## config.mk

```make
export PLATFORM = sky130hd
export DESIGN_NAME = bse_byte_unit
export DESIGN_NICKNAME = d
export VERILOG_FILES = /design/src/bse_pkg.sv /design/src/bse_byte_unit.sv
export SDC_FILE = /design/constraint.sdc
export NUM_CORES = 1
export LEC_CHECK = 0
export ABC_CLOCK_PERIOD_IN_PS = 11400
export CAP_MARGIN = 10
export CORE_MARGIN = 4
export CORE_UTILIZATION = 55
export DETAILED_ROUTE_END_ITERATION = 8
export DONT_BUFFER_PORTS = 1
export GPL_TIMING_DRIVEN = 0
export PLACE_DENSITY = 0.7
export SLEW_MARGIN = 5
export SYNTH_ARGS = -nofsm -noshare
export SYNTH_HDL_FRONTEND = slang
export SYNTH_SLANG_ARGS = --single-unit
```

## constraint.sdc

```tcl
create_clock -name vclk -period 11.4
set_input_delay 2.28 -clock vclk [all_inputs]
set_output_delay 2.28 -clock vclk [all_outputs]
set_load 0.05 [all_outputs]
```

## src/bse_pkg.sv

```systemverilog
// ----------------------------------------------------------------------------
// bse_pkg
// Shared operation codes and types of the bitmap select engine.
// ----------------------------------------------------------------------------
`default_nettype none

package bse_pkg;

  localparam logic [1:0] OP_APPEND = 2'd0;
  localparam logic [1:0] OP_QUERY  = 2'd1;
  localparam logic [1:0] OP_CLEAR  = 2'd2;

  // result of the byte unit: ones in the byte and offset of the k-th one
  typedef struct packed {
    logic [3:0] pop;
    logic [2:0] pos;
  } byte_res_t;

endpackage

`default_nettype wire

```

## src/bse_byte_unit.sv

```systemverilog
// ----------------------------------------------------------------------------
// bse_byte_unit
// Counts the ones of one byte and locates its k-th one, msb first.
// ----------------------------------------------------------------------------
`default_nettype none

module bse_byte_unit (
  input  wire logic [7:0]         byte_in,
  input  wire logic [3:0]         k,
  output      bse_pkg::byte_res_t res
);

  always_comb begin
    logic [3:0] seen;
    logic       got;
    seen    = 4'd0;
    got     = 1'b0;
    res.pos = 3'd7;
    for (int i = 0; i < 8; i++) begin
      if (byte_in[7-i]) begin
        seen = seen + 4'd1;
        if (!got && seen == k) begin
          res.pos = 3'(i);
          got     = 1'b1;
        end
      end
    end
    res.pop = seen;
  end

endmodule

`default_nettype wire

```

# After elaboration in Yosys (flattened, before gate mapping)
# Cells that the tools add are included.
# word_totals
input_bits	12
elab_cells	67
out_inout_bits	7
regBits	0
# classes
mux	38
n_reduce_logical	14
add_sub_neg	7
eq_ne	8
# op_table
operator	n
two-way mux 3 bit	16
adder 4 x 1 -> 4 bit, second input constant	7
equality test 4 bit	7
two-way mux 4 bit	7
two-way mux 1 bit	15
logical AND 1 bit	7
zero test 1 bit	7
equality test 1 x 4 -> 1 bit, first input constant	1

# Longest topological paths before layout
# logic_depth
ltp_word	31
depth_mapped	21
depth_no_buf	19

# Least setup slack after synthesis
# OpenSTA, ideal clock, no wires.
# synth_path
path_kind	in2out
start	input port byte_in[6]
end	output port res[6] in the netlist's numbering
arrival_time_ns	6.578
stages	20
required_ns	9.120
path_buffers	2
setup_slack_ns	2.542
path_cell_list	inv_1 ha_1 buf_4 xnor2_1 inv_1 ha_1 nand2b_1 o21a_1 ha_1 nand2_1 nand2_1 ha_1 nor2_1 a31oi_1 ha_1 clkbuf_1 xnor3_1 or4b_1 nand3b_1 xor2_1
# synth_lines
element	line	source
start: declaration	bse_byte_unit.sv:8	input wire logic [7:0] byte_in,
end: declaration	bse_byte_unit.sv:10	output bse_pkg::byte_res_t res

==> impl_metrics.env <==
export IMPL_grt_pass1_wl_um=4222
export IMPL_crit_chain="clkbuf_1 -> nor2b_1 -> or2_2 -> ha_1 -> nand2b_1 -> o21a_1 -> ha_1 -> nand2_1 -> nand2_1 -> ha_1 -> nor2_1 -> a31oi_1 -> ha_1 -> clkbuf_1 -> xnor3_1 -> or4b_1 -> nand3b_1 -> xor2_1"
export IMPL_path_delay_family="simple AND/OR/NAND/NOR gates"
export IMPL_syn_to_final_growth_pct=2.828
export IMPL_layout_area_seq_um2=0
export IMPL_min_path_type="primary input to output port"
export IMPL_wirelength_um=2409
export IMPL_rsz0062_at_grt="no"
export IMPL_first_global_vias=937
export IMPL_final_clkbuf_count=0
export IMPL_fin_crit_sh_pct=80.61
export IMPL_hold_path_depth=1
export IMPL_tightest_slew_ns=1.156
export IMPL_min_to="res[3]"
export IMPL_status="complete, no violations"
export IMPL_cp_end_kind="output port"
export IMPL_setup_viol_count_final=0
export IMPL_antenna_found_initial=0
export IMPL_p_leak_nw=0.4845
export IMPL_power_density_nw_per_um2=127.3
export IMPL_io_pins=19
export IMPL_drt_iter0_drc=14
export IMPL_cp_required_ns=9.12
export IMPL_cpPeakStageDelay_ns=0.79
export IMPL_synth_nets=163
export IMPL_fillers=181
export IMPL_period_minus_slack_ns=9.190
export IMPL_fmax_mhz=108.8
export IMPL_ant_nets=0
export IMPL_cts_setup_buffers=0
export IMPL_syn_inst=144
export IMPL_hold_slack_ns=4.851
export IMPL_die_area_um2=2793
export IMPL_crit_buf_inv=2
export IMPL_die_y_um=52.85
export IMPL_insertedDiodeCount=0
export IMPL_num_vias=982
export IMPL_worstPathMaxFanout=10
export IMPL_place_hpwl_um=2007
export IMPL_std_cell_rows=15
export IMPL_start_kind="primary input"
export IMPL_yosysUniqueCellTypes=43
export IMPL_maxCapViolations=0
export IMPL_finalSetupTns_ns=0
export IMPL_start_util_pct=60.76
export IMPL_coreArea_um2=1821
export IMPL_hold_buffers=0
export IMPL_ctsResizeCount=0
export IMPL_finalHoldViolations=0
export IMPL_syn_area_um2=1106
export IMPL_remaining_drc_errors=0
export IMPL_place_congestion=0.8153
export IMPL_synth_area_per_cell_um2=7.681
export IMPL_arrival_ns=6.91
export IMPL_ir_drop_v=0.00007386
export IMPL_port_buffer_count=0
export IMPL_grt_usage_pct=19.34
export IMPL_seq_area_frac_synth_pct=0
export IMPL_drive_gt1_share_pct=4.861
export IMPL_multi_input_area_um2=1016
export IMPL_slew_headroom_pct=22.58
export IMPL_die_w_um=52.85
export IMPL_cp_common_cell="ha_1"
export IMPL_slew_viol_final=0
export IMPL_hp_start="byte_in[0]"
export IMPL_grt_max_degree=11
export IMPL_yosysWarnings=0
export IMPL_post_drt_via_cell_ratio=5.811
export IMPL_final_nets=165
export IMPL_first_pass_iters=4
export IMPL_seq_cell_count=0
export IMPL_critPathKind="primary input to output port"
export IMPL_wl_per_cell_um=14.25
export IMPL_grt_overflow=0
export IMPL_crit_path_top_delay_cell="xor2_1"
power breakdown:
| group | leakage (nW) | internal, W | switching [W] |
|---|---|---|---|
| Combinational | 0.484 | 0.0000550 | 0.0000898 |
| Clock | 0 | 0 | 0 |
| Sequential | 0 | 0 | 0 |
worst max-delay path by stage:
stage                    start      to  depth (start not counted)
detailed placement  byte_in[6]  res[6]                         18
finish              byte_in[5]  res[6]                         18
global route        byte_in[5]  res[6]                         18
global placement    byte_in[6]  res[6]                         20
floorplan           byte_in[6]  res[6]                         20
CTS                 byte_in[6]  res[6]                         20
placed cells by master, fill, tap and decap left out, types with 3 or more instances in the layout:
| cell type | instances |
|---|---|
| nor2_1 | 8 |
| nand3_1 | 4 |
| ha_1 | 7 |
| clkbuf_1 | 8 |
| nand2_1 | 10 |
| xnor3_1 | 4 |
| nand4_1 | 4 |
| o311ai_1 | 3 |
| inv_1 | 12 |
| xnor2_1 | 19 |
| xor2_1 | 15 |
| nor2b_1 | 4 |
| a21oi_1 | 6 |
kinds of logic (layout without fill, tap and decap cells):
group                    Yosys count  in the layout  share of synthesized area, %
adder cells (fa/ha/maj)            7              7                         7.918
buffers and inverters             22             22                         8.144
multiplexers                       1              1                         1.018
AND/OR/NAND/NOR                   44             44                         22.85
XOR/XNOR                          41             41                         40.84
AO/OA/AOI/OAI                     29             29                         19.23
cells in the mapped netlist, types with 2 or more instances:
library cell	n	area share, %
xnor2_1	19	15
a41oi_1	2	1.6
xnor3_1	4	8.1
nor2b_1	4	2.3
nor2_1	8	2.7
a31oi_1	2	1.1
clkbuf_1	8	2.7
a311o_1	2	1.8
nand4_1	4	2.3
and2_1	2	1.1
nand3_1	4	1.8
buf_4	2	1.4
xor2_1	15	12
nand3b_1	2	1.4
xor3_1	2	4.3
a21oi_1	6	2.7
a211oi_1	2	1.4
nor3b_1	2	1.4
inv_1	12	4.1
nand2_1	10	3.4
o311ai_1	3	2.4
o21ai_0	2	0.91
ha_1	7	7.9
per-stage QoR:
step                total power (W)  utilization, %  cells  worst slack (ns)  area (um2)
floorplan                 0.0001276               -    144             2.542        1106
global placement          0.0001417           62.47    169             2.273        1137
detailed placement        0.0001440           62.47    169             2.230        1137
CTS                       0.0001447           62.47    169             2.210        1137
global route              0.0001589           62.47    169             1.903        1137
finish                    0.0001448           62.47    169             2.211        1137
cell type report:
| class | instances | share of cell area (%) |
|---|---|---|
| plain buffers | 10 | 3.960 |
| inverters | 12 | 3.960 |
| multi-input cells | 122 | 89.33 |
| well taps | 25 | 2.750 |
per-layer routing:
metal | wire length (um) | track usage (%) | part of all wire (%) | vias up
met3 | 101 | 1.140 | 4.2 | 0
met1 | 1263 | 29.80 | 52 | 452
li1 | - | - | - | 511
met2 | 1044 | 30.58 | 43 | 19
met4 | 0 | 0.4255 | 0 | 0
met5 | 0 | 0 | 0 | -
(Power assumes the default switching activity.)
